**src/sv/stepper_halfstep_ramp_driver_assert.svh**
```systemverilog
// assertion macros for the stepper half-step ramp driver
// no dependencies; included by the top level
`ifndef STEPPER_HALFSTEP_RAMP_DRIVER_ASSERT_SVH
`define STEPPER_HALFSTEP_RAMP_DRIVER_ASSERT_SVH

// same-cycle implication, disabled during reset
`define SRD_ASSERT_SAME(label, clk_s, rst_s, ante, cons, msg) \
    label: assert property (@(posedge clk_s) disable iff (!rst_s) (ante) |-> (cons)) \
        else $error(msg);

// next-cycle implication, disabled during reset
`define SRD_ASSERT_NEXT(label, clk_s, rst_s, ante, cons, msg) \
    label: assert property (@(posedge clk_s) disable iff (!rst_s) (ante) |=> (cons)) \
        else $error(msg);

`endif

```
**src/sv/srd_pkg.sv**
```systemverilog
// types and constants for the stepper half-step ramp driver
// no dependencies
package srd_pkg;

    typedef enum logic [1:0] {
        CMD_TICK  = 2'd0,
        CMD_CLOSE = 2'd1,
        CMD_OPEN  = 2'd2,
        CMD_STOP  = 2'd3
    } cmd_t;

    localparam int unsigned ADDR_W = 5;
    localparam int unsigned DATA_W = 32;

    localparam logic [2:0] REG_REV_TARGET   = 3'd0;
    localparam logic [2:0] REG_STEPS_PER_REV = 3'd1;
    localparam logic [2:0] REG_PERIOD_START = 3'd2;
    localparam logic [2:0] REG_PERIOD_END   = 3'd3;
    localparam logic [2:0] REG_PERIOD_ACCEL = 3'd4;

    localparam logic [15:0] RST_REV_TARGET    = 16'd0;
    localparam logic [15:0] RST_STEPS_PER_REV = 16'd400;
    localparam logic [23:0] RST_PERIOD_START  = 24'd2000;
    localparam logic [23:0] RST_PERIOD_END    = 24'd500;
    localparam logic [23:0] RST_PERIOD_ACCEL  = 24'd10;

    localparam logic [3:0] HALF_PATTERN_INIT = 4'b0001;
    localparam logic [3:0] FULL_PATTERN_INIT = 4'b0011;

    typedef struct packed {
        logic [15:0] revolutions_target;
        logic [15:0] steps_per_revolution;
        logic [23:0] period_start;
        logic [23:0] period_end;
        logic [23:0] period_accel;
    } cfg_t;

    typedef struct packed {
        logic [3:0]  coil_drive;
        logic        is_running;
        logic        sensor_power;
        logic [23:0] step_period;
    } res_t;

    function automatic logic [3:0] rotate_pattern(input logic [3:0] p, input logic closing);
        logic [3:0] r;
        if (closing)
        begin
            r = {p[2:0], p[3]};
        end
        else
        begin
            r = {p[0], p[3:1]};
        end
        return r;
    endfunction

endpackage

```
**src/sv/stepper_halfstep_ramp_driver.sv**
```systemverilog
// top level of the stepper half-step ramp driver: input stage, core, result stage
// depends on srd_pkg, srd_cfg, srd_core and stepper_halfstep_ramp_driver_assert.svh
//
// usage:
//   command transactions (tick, close, open, stop plus both limit levels) enter on
//   in_valid/in_ready; each gives exactly one result transaction on out_valid/out_ready
//   carrying coil_drive, is_running, sensor_power and step_period
//   out_valid rises when the result register loads: an accepted transaction sits in the
//   input register, then one pass through the core next-state logic loads the result
//   register; throughput is one transaction per cycle while the receiver takes every result;
//   the core state registers update in the same cycle the result register loads, so a
//   following command sees them at once
//   when the receiver stalls, the result register holds, the input register still
//   takes one more transaction, and in_ready drops only when both are full
//   reset clears both stages and the motor state (idle, coils off, sensors off)
//   and loads the configuration registers with their defaults
//   configuration is written through the apb-style port with pready tied high,
//   register i at byte address 4*i; writes are meant for idle periods only
module stepper_halfstep_ramp_driver (
    input  logic                       clk,
    input  logic                       rst_n,
    input  logic                       psel,
    input  logic                       penable,
    input  logic                       pwrite,
    input  logic [srd_pkg::ADDR_W-1:0] paddr,
    input  logic [srd_pkg::DATA_W-1:0] pwdata,
    output logic [srd_pkg::DATA_W-1:0] prdata,
    output logic                       pready,
    input  logic                       in_valid,
    output logic                       in_ready,
    input  logic [1:0]                 command,
    input  logic                       closed_switch,
    input  logic                       open_switch,
    output logic                       out_valid,
    input  logic                       out_ready,
    output logic [3:0]                 coil_drive,
    output logic                       is_running,
    output logic                       sensor_power,
    output logic [23:0]                step_period
);
    import srd_pkg::*;

`include "stepper_halfstep_ramp_driver_assert.svh"

    cfg_t       cfg;
    res_t       res;
    logic       in_vld_reg;
    logic [1:0] cmd_reg;
    logic       closed_reg;
    logic       open_reg;
    logic       out_vld_reg;
    res_t       out_reg;
    logic       advance;

    assign advance  = in_vld_reg && (!out_vld_reg || out_ready);
    assign in_ready = !in_vld_reg || advance;

    srd_cfg u_cfg (
        .clk     (clk),
        .rst_n   (rst_n),
        .psel    (psel),
        .penable (penable),
        .pwrite  (pwrite),
        .paddr   (paddr),
        .pwdata  (pwdata),
        .prdata  (prdata),
        .pready  (pready),
        .cfg     (cfg)
    );

    srd_core u_core (
        .clk       (clk),
        .rst_n     (rst_n),
        .fire      (advance),
        .cmd       (cmd_t'(cmd_reg)),
        .closed_sw (closed_reg),
        .open_sw   (open_reg),
        .cfg       (cfg),
        .res       (res)
    );

    always_ff @(posedge clk or negedge rst_n)
    begin
        if (!rst_n)
        begin
            in_vld_reg  <= 1'b0;
            out_vld_reg <= 1'b0;
        end
        else
        begin
            if (in_ready)
            begin
                in_vld_reg <= in_valid;
            end
            if (advance)
            begin
                out_vld_reg <= 1'b1;
            end
            else if (out_ready)
            begin
                out_vld_reg <= 1'b0;
            end
        end
    end

    always_ff @(posedge clk)
    begin
        if (in_valid && in_ready)
        begin
            cmd_reg    <= command;
            closed_reg <= closed_switch;
            open_reg   <= open_switch;
        end
        if (advance)
        begin
            out_reg <= res;
        end
    end

    assign out_valid    = out_vld_reg;
    assign coil_drive   = out_reg.coil_drive;
    assign is_running   = out_reg.is_running;
    assign sensor_power = out_reg.sensor_power;
    assign step_period  = out_reg.step_period;

    `SRD_ASSERT_SAME(a_idle_coils_off, clk, rst_n, out_vld_reg && !out_reg.is_running, out_reg.coil_drive == 4'd0, "coils driven while stopped")
    `SRD_ASSERT_SAME(a_coil_pattern, clk, rst_n, out_vld_reg, $countones(out_reg.coil_drive) <= 2, "more than two coils driven")
    `SRD_ASSERT_SAME(a_run_sensors, clk, rst_n, out_vld_reg && out_reg.is_running, out_reg.sensor_power, "running with sensors off")
    `SRD_ASSERT_NEXT(a_input_held, clk, rst_n, in_vld_reg && !advance, in_vld_reg, "stalled input stage lost its transaction")

endmodule

```
**src/sv/srd_cfg.sv**
```systemverilog
// configuration register bank with apb-style write and read access
// depends on srd_pkg
module srd_cfg (
    input  logic                       clk,
    input  logic                       rst_n,
    input  logic                       psel,
    input  logic                       penable,
    input  logic                       pwrite,
    input  logic [srd_pkg::ADDR_W-1:0] paddr,
    input  logic [srd_pkg::DATA_W-1:0] pwdata,
    output logic [srd_pkg::DATA_W-1:0] prdata,
    output logic                       pready,
    output srd_pkg::cfg_t              cfg
);
    import srd_pkg::*;

    cfg_t       cfg_reg;
    logic       wr_en;
    logic [2:0] reg_idx;

    assign pready  = 1'b1;
    assign wr_en   = psel && penable && pwrite;
    assign reg_idx = paddr[ADDR_W-1:2];
    assign cfg     = cfg_reg;

    always_ff @(posedge clk or negedge rst_n)
    begin
        if (!rst_n)
        begin
            cfg_reg.revolutions_target   <= RST_REV_TARGET;
            cfg_reg.steps_per_revolution <= RST_STEPS_PER_REV;
            cfg_reg.period_start         <= RST_PERIOD_START;
            cfg_reg.period_end           <= RST_PERIOD_END;
            cfg_reg.period_accel         <= RST_PERIOD_ACCEL;
        end
        else if (wr_en)
        begin
            case (reg_idx)
                REG_REV_TARGET:    cfg_reg.revolutions_target   <= pwdata[15:0];
                REG_STEPS_PER_REV: cfg_reg.steps_per_revolution <= pwdata[15:0];
                REG_PERIOD_START:  cfg_reg.period_start         <= pwdata[23:0];
                REG_PERIOD_END:    cfg_reg.period_end           <= pwdata[23:0];
                REG_PERIOD_ACCEL:  cfg_reg.period_accel         <= pwdata[23:0];
                default:           ;
            endcase
        end
    end

    always_comb
    begin
        case (reg_idx)
            REG_REV_TARGET:    prdata = {16'd0, cfg_reg.revolutions_target};
            REG_STEPS_PER_REV: prdata = {16'd0, cfg_reg.steps_per_revolution};
            REG_PERIOD_START:  prdata = {8'd0, cfg_reg.period_start};
            REG_PERIOD_END:    prdata = {8'd0, cfg_reg.period_end};
            REG_PERIOD_ACCEL:  prdata = {8'd0, cfg_reg.period_accel};
            default:           prdata = '0;
        endcase
    end

endmodule

```
**src/sv/srd_core.sv**
```systemverilog
// motor state registers and single-pass next-state logic for one transaction
// depends on srd_pkg
module srd_core (
    input  logic                 clk,
    input  logic                 rst_n,
    input  logic                 fire,
    input  srd_pkg::cmd_t        cmd,
    input  logic                 closed_sw,
    input  logic                 open_sw,
    input  srd_pkg::cfg_t        cfg,
    output srd_pkg::res_t        res
);
    import srd_pkg::*;

    logic        running_reg,   running_next;
    logic        closing_reg,   closing_next;
    logic        full_ph_reg,   full_ph_next;
    logic [3:0]  half_pat_reg,  half_pat_next;
    logic [3:0]  full_pat_reg,  full_pat_next;
    logic [15:0] step_cnt_reg,  step_cnt_next;
    logic [15:0] rev_cnt_reg,   rev_cnt_next;
    logic [23:0] period_reg,    period_next;
    logic [3:0]  coil_reg,      coil_next;
    logic        sensor_reg,    sensor_next;

    logic        halt_cond;
    logic [15:0] step_inc;

    assign halt_cond = (rev_cnt_reg >= cfg.revolutions_target)
                    || (closing_reg && closed_sw)
                    || (!closing_reg && open_sw);
    assign step_inc  = step_cnt_reg + 16'd1;

    always_comb
    begin
        running_next  = running_reg;
        closing_next  = closing_reg;
        full_ph_next  = full_ph_reg;
        half_pat_next = half_pat_reg;
        full_pat_next = full_pat_reg;
        step_cnt_next = step_cnt_reg;
        rev_cnt_next  = rev_cnt_reg;
        period_next   = period_reg;
        coil_next     = coil_reg;
        sensor_next   = sensor_reg;
        case (cmd)
            CMD_TICK:
            begin
                if (running_reg)
                begin
                    if (halt_cond)
                    begin
                        coil_next    = 4'd0;
                        running_next = 1'b0;
                        sensor_next  = 1'b0;
                    end
                    else
                    begin
                        if (full_ph_reg)
                        begin
                            coil_next     = full_pat_reg;
                            full_pat_next = rotate_pattern(full_pat_reg, closing_reg);
                            full_ph_next  = 1'b0;
                        end
                        else
                        begin
                            coil_next     = half_pat_reg;
                            half_pat_next = rotate_pattern(half_pat_reg, closing_reg);
                            full_ph_next  = 1'b1;
                        end
                        if (step_inc == cfg.steps_per_revolution)
                        begin
                            step_cnt_next = 16'd0;
                            rev_cnt_next  = rev_cnt_reg + 16'd1;
                        end
                        else
                        begin
                            step_cnt_next = step_inc;
                        end
                        if (period_reg > cfg.period_end)
                        begin
                            if (period_reg > cfg.period_accel)
                            begin
                                period_next = period_reg - cfg.period_accel;
                            end
                            else
                            begin
                                period_next = 24'd0;
                            end
                        end
                    end
                end
            end
            CMD_CLOSE, CMD_OPEN:
            begin
                if (!running_reg && ((cmd == CMD_CLOSE) ? !closed_sw : !open_sw))
                begin
                    sensor_next   = 1'b1;
                    closing_next  = (cmd == CMD_CLOSE);
                    full_ph_next  = (cmd != CMD_CLOSE);
                    half_pat_next = HALF_PATTERN_INIT;
                    full_pat_next = FULL_PATTERN_INIT;
                    step_cnt_next = 16'd0;
                    rev_cnt_next  = 16'd0;
                    period_next   = cfg.period_start;
                    running_next  = 1'b1;
                end
            end
            default:
            begin
                coil_next    = 4'd0;
                running_next = 1'b0;
                sensor_next  = 1'b0;
            end
        endcase
    end

    always_ff @(posedge clk or negedge rst_n)
    begin
        if (!rst_n)
        begin
            running_reg  <= 1'b0;
            closing_reg  <= 1'b0;
            full_ph_reg  <= 1'b0;
            half_pat_reg <= HALF_PATTERN_INIT;
            full_pat_reg <= FULL_PATTERN_INIT;
            step_cnt_reg <= 16'd0;
            rev_cnt_reg  <= 16'd0;
            period_reg   <= 24'd0;
            coil_reg     <= 4'd0;
            sensor_reg   <= 1'b0;
        end
        else if (fire)
        begin
            running_reg  <= running_next;
            closing_reg  <= closing_next;
            full_ph_reg  <= full_ph_next;
            half_pat_reg <= half_pat_next;
            full_pat_reg <= full_pat_next;
            step_cnt_reg <= step_cnt_next;
            rev_cnt_reg  <= rev_cnt_next;
            period_reg   <= period_next;
            coil_reg     <= coil_next;
            sensor_reg   <= sensor_next;
        end
    end

    assign res.coil_drive   = coil_next;
    assign res.is_running   = running_next;
    assign res.sensor_power = sensor_next;
    assign res.step_period  = period_next;

endmodule

```
**config.mk**
```make
export PLATFORM = sky130hd
export DESIGN_NAME = stepper_halfstep_ramp_driver
export DESIGN_NICKNAME = d
export VERILOG_FILES = /design/src/sv/srd_pkg.sv /design/src/sv/stepper_halfstep_ramp_driver.sv /design/src/sv/srd_cfg.sv /design/src/sv/srd_core.sv
export VERILOG_INCLUDE_DIRS = /design/src /design/src/sv
export SDC_FILE = /design/constraint.sdc
export NUM_CORES = 1
export LEC_CHECK = 0
export BUFFER_PORTS_ARGS = -buffer_cell sky130_fd_sc_hd__buf_2
export CAP_MARGIN = 10
export CORE_MARGIN = 10
export CORE_UTILIZATION = 60
export CTS_BUF_LIST = sky130_fd_sc_hd__clkbuf_4 sky130_fd_sc_hd__clkbuf_8
export DETAILED_ROUTE_END_ITERATION = 7
export GPL_TIMING_DRIVEN = 0
export PLACE_DENSITY = 0.91
export SYNTH_ARGS = -nofsm -noshare
export SYNTH_HDL_FRONTEND = slang
export SYNTH_SLANG_ARGS = --single-unit
```
**constraint.sdc**
```tcl
create_clock -name clk -period 3.98 [get_ports clk]
set_input_delay 0.995 -clock clk [delete_from_list [all_inputs] [get_ports clk]]
set_output_delay 0.995 -clock clk [all_outputs]
set_load 0.01 [all_outputs]
```
==> metrics.txt <==
status=completed; Synth area leaders=dfrtp_1 30%, mux2_2 8.1%, edfxtp_1 7.7%; CTS tree=built; Crit Path Class=reg -> reg; most frequent cell after synthesis=dfrtp_1; Max-Cap Viols=0; total track usage=28.06%; Synth cell types=76; Setup Skew=28.07 ps; area added between synthesis and finish=12.71%; Max Slew Vio Count=0; total of fill cells in the finished design=1636; final hold violations=0; TritonCTS Buffers=36; Congestion Overflow GR=0; largest area contributor in the netlist=dfrtp_1; leak pwr=6.659 nW; CTS sink cnt=212; vias in the first global route=11718; Pint=5.197 mW; design area=14990 sq um; area of the core=21820 sq um; die area=28520 sq um; Critical Path Sink Type=flop; CTS root buf=clkbuf_8; sw frac=39.21%; fmax=264.4 MHz; DRC=0; ys async rst share=83.96%; routed wire length=41.51 mm; setup repair after global routing missed its margin=false; CP Max Fanout=10; DR iter-0 viols=1253; number of nets in the layout=1656; crit path DAT=4260 ps; Starting Density=between 60% and 70%; reg2reg path depth=11; Setup TNS=0 ps; # H-tree levels=2; max FFs per register=104; YS warnings=0; # IOs=113; layout cells sized above 1=between 20% and 30%; Worst Path Required=4460 ps; Vias/cell=6.547; Final Power=between 8 and 9 mW; Rows=54; min cycle time layout=3781 ps; Syn Area/Cell=~9.5 sq um; Post-CTS Setup Bufs=0; Worst Tran Pin Value=roughly 970 ps; Switching Power=~3.4 mW; Die W=roughly 170 microns; drt pass-1 iters=6; half-perimeter wire length after placement=31.40 mm; register share of total power=37.1%; Placed Area=14180 sq um; Critical Path Source Type=flop; worst vdd ir=0.0003611 V; largest net degree at the start of global routing=roughly 130; die height=168.9 microns; gp weighted congestion=0.9978; Final period util=95.01%; Rel. slew slack=35.01%; Synth Flop Type=dfrtp_1; vias=12093; HP Class=in -> async; post-synth top area share=between 20% and 30%; number of flops mapped to enable cells by yosys=34; sequential cell area fraction in the yosys report=41.37%; IO Port Bufs=93; Syn Std Cell Area=roughly 13000 sq um; CTS Hold Bufs=0; P per Cell Area=about 570 nW/um^2; Gate power share=38.2%; first-pass GRT wire length=63.73 mm; # setup viols final=0; Routed Antenna Nets=0; Clock Path Buffers=3; FF+latch count, synth=between 200 and 250; clock share of power=24.7%; Mapped Cells=1401; initial antenna violation count=2; worst skew pair latency=about 550 ps; top cells by count, synth=158 x dfrtp_1, 145 x nand2_1, 96 x inv_1, 96 x mux2_2, 95 x o21ai_0; DR WL/cell=22.47 microns; Clock Pin Slew Worst Setup and Hold Paths=60 ps
through the flow:
stage | instances | util [%] | setup slack [ps] | hold WS, ps
after detailed placement | 1782 | 64.99 | -165.5 | 465.6
final | 1847 | 68.67 | 198.5 | 354.7
after CTS | 1847 | 68.60 | 35.20 | 365.4
after floorplan | 1408 | - | 620.8 | 439.5
after global placement | 1781 | 64.79 | -922.4 | 454.1
after global routing | 1846 | 68.66 | 29.47 | 382.1
logic make-up (layout without fill, tap and decap cells):
logic type | count (synthesis) | in the layout | synth area share [%]
AOI/OAI and AO/OA | 396 | 396 | 19.94
xor gates and xnor gates | 37 | 37 | 2.494
adders and majority gates | 70 | 70 | 6.643
buffers and inverters | 181 | 338 | 5.514
DFF | 212 | 212 | 41.37
muxes | 128 | 128 | 10.54
other | 2 | 11 | 0.05648
and+or+nand+nor | 375 | 375 | 13.45
power by group through the flow:
| stage | sequential, mW | combinational, mW | clock (mW) |
|---|---|---|---|
| floorplan | 3.00 | 2.29 | 0 |
| global placement | 3.16 | 3.07 | 0 |
| detailed placement | 3.18 | 3.17 | 0 |
| CTS | 3.15 | 3.20 | 2.14 |
| global route | 3.20 | 3.57 | 2.23 |
| finish | 3.17 | 3.26 | 2.11 |
path summary, 6_finish.rpt:
| kind | startpoint | to | slack [ps] |
|---|---|---|---|
| max in group asynchronous | rst_n | u_core.rev_cnt_reg[15] | 2640 |
| min reg2reg | u_core.coil_reg[3] | u_core.coil_reg[3] | 480 |
| max | u_cfg.cfg[101] | u_core.step_cnt_reg[7] | 200 |
| max reg2reg | u_cfg.cfg[101] | u_core.step_cnt_reg[7] | 200 |
| min | rst_n | u_cfg.cfg[41] | 350 |
| min in group clk | u_core.coil_reg[3] | u_core.coil_reg[3] | 480 |
layout by cell type, fill, tap and decap left out, types with 16 or more instances in the layout:
cell / n
a2bb2oi_1: 18
clkbuf_8: 47
dfstp_2: 20
nor3_1: 17
ha_1: 69
a22oi_1: 36
nand3_1: 44
a21oi_1: 76
nand2_1: 145
mux2i_1: 32
mux2_2: 96
nand4_1: 16
o21ai_0: 95
nor2_1: 74
inv_1: 96
clkbuf_1: 51
dfrtp_1: 158
buf_2: 99
o22ai_1: 25
xnor2_1: 23
edfxtp_1: 34
layout make-up:
| class | instances | area, sq um | area share [%] |
|---|---|---|---|
| Antenna cell | 2 | 5.005 | 0.03339 |
| Clock buffer | 60 | 744.5 | 4.967 |
| Inverter | 100 | 375.4 | 2.505 |
| Clock inverter | 5 | 36.28 | 0.2421 |
| Buffer | 79 | 355.3 | 2.371 |
| Sequential cell | 212 | 5500 | 36.70 |
| Timing Repair Buffer | 94 | 503.0 | 3.356 |
| Multi-Input combinational cell | 1015 | 7117 | 47.49 |
| Tap cell | 280 | 350.3 | 2.338 |
metal layers:
metal,global-route usage [%],wire length [microns],part of all wire [%],up-vias
met1,33.14,15510,37,5781
li1,-,-,-,5408
met4,17.90,2838,6.8,0
met5,1.266,0,0,-
met3,6.207,3751,9.0,179
met2,45.37,19410,47,725
what timing repair did:
action,4_1_cts,5_1_grt
gates resized for setup,3,5
setup endpoints to repair,18,38
cloned,0,0
critical path, cell delays in order (launching register included):
cell and delay [ps]:
dfrtp_1 380, inv_1 200, ha_1 290, a211oi_1 250, nor2_1 120, a2111oi_4 370
nand4_1 520, or3_1 620, a21oi_2 450, buf_4 290, nand3_1 100, mux2i_1 130
Power figures use the tool's default switching activity.
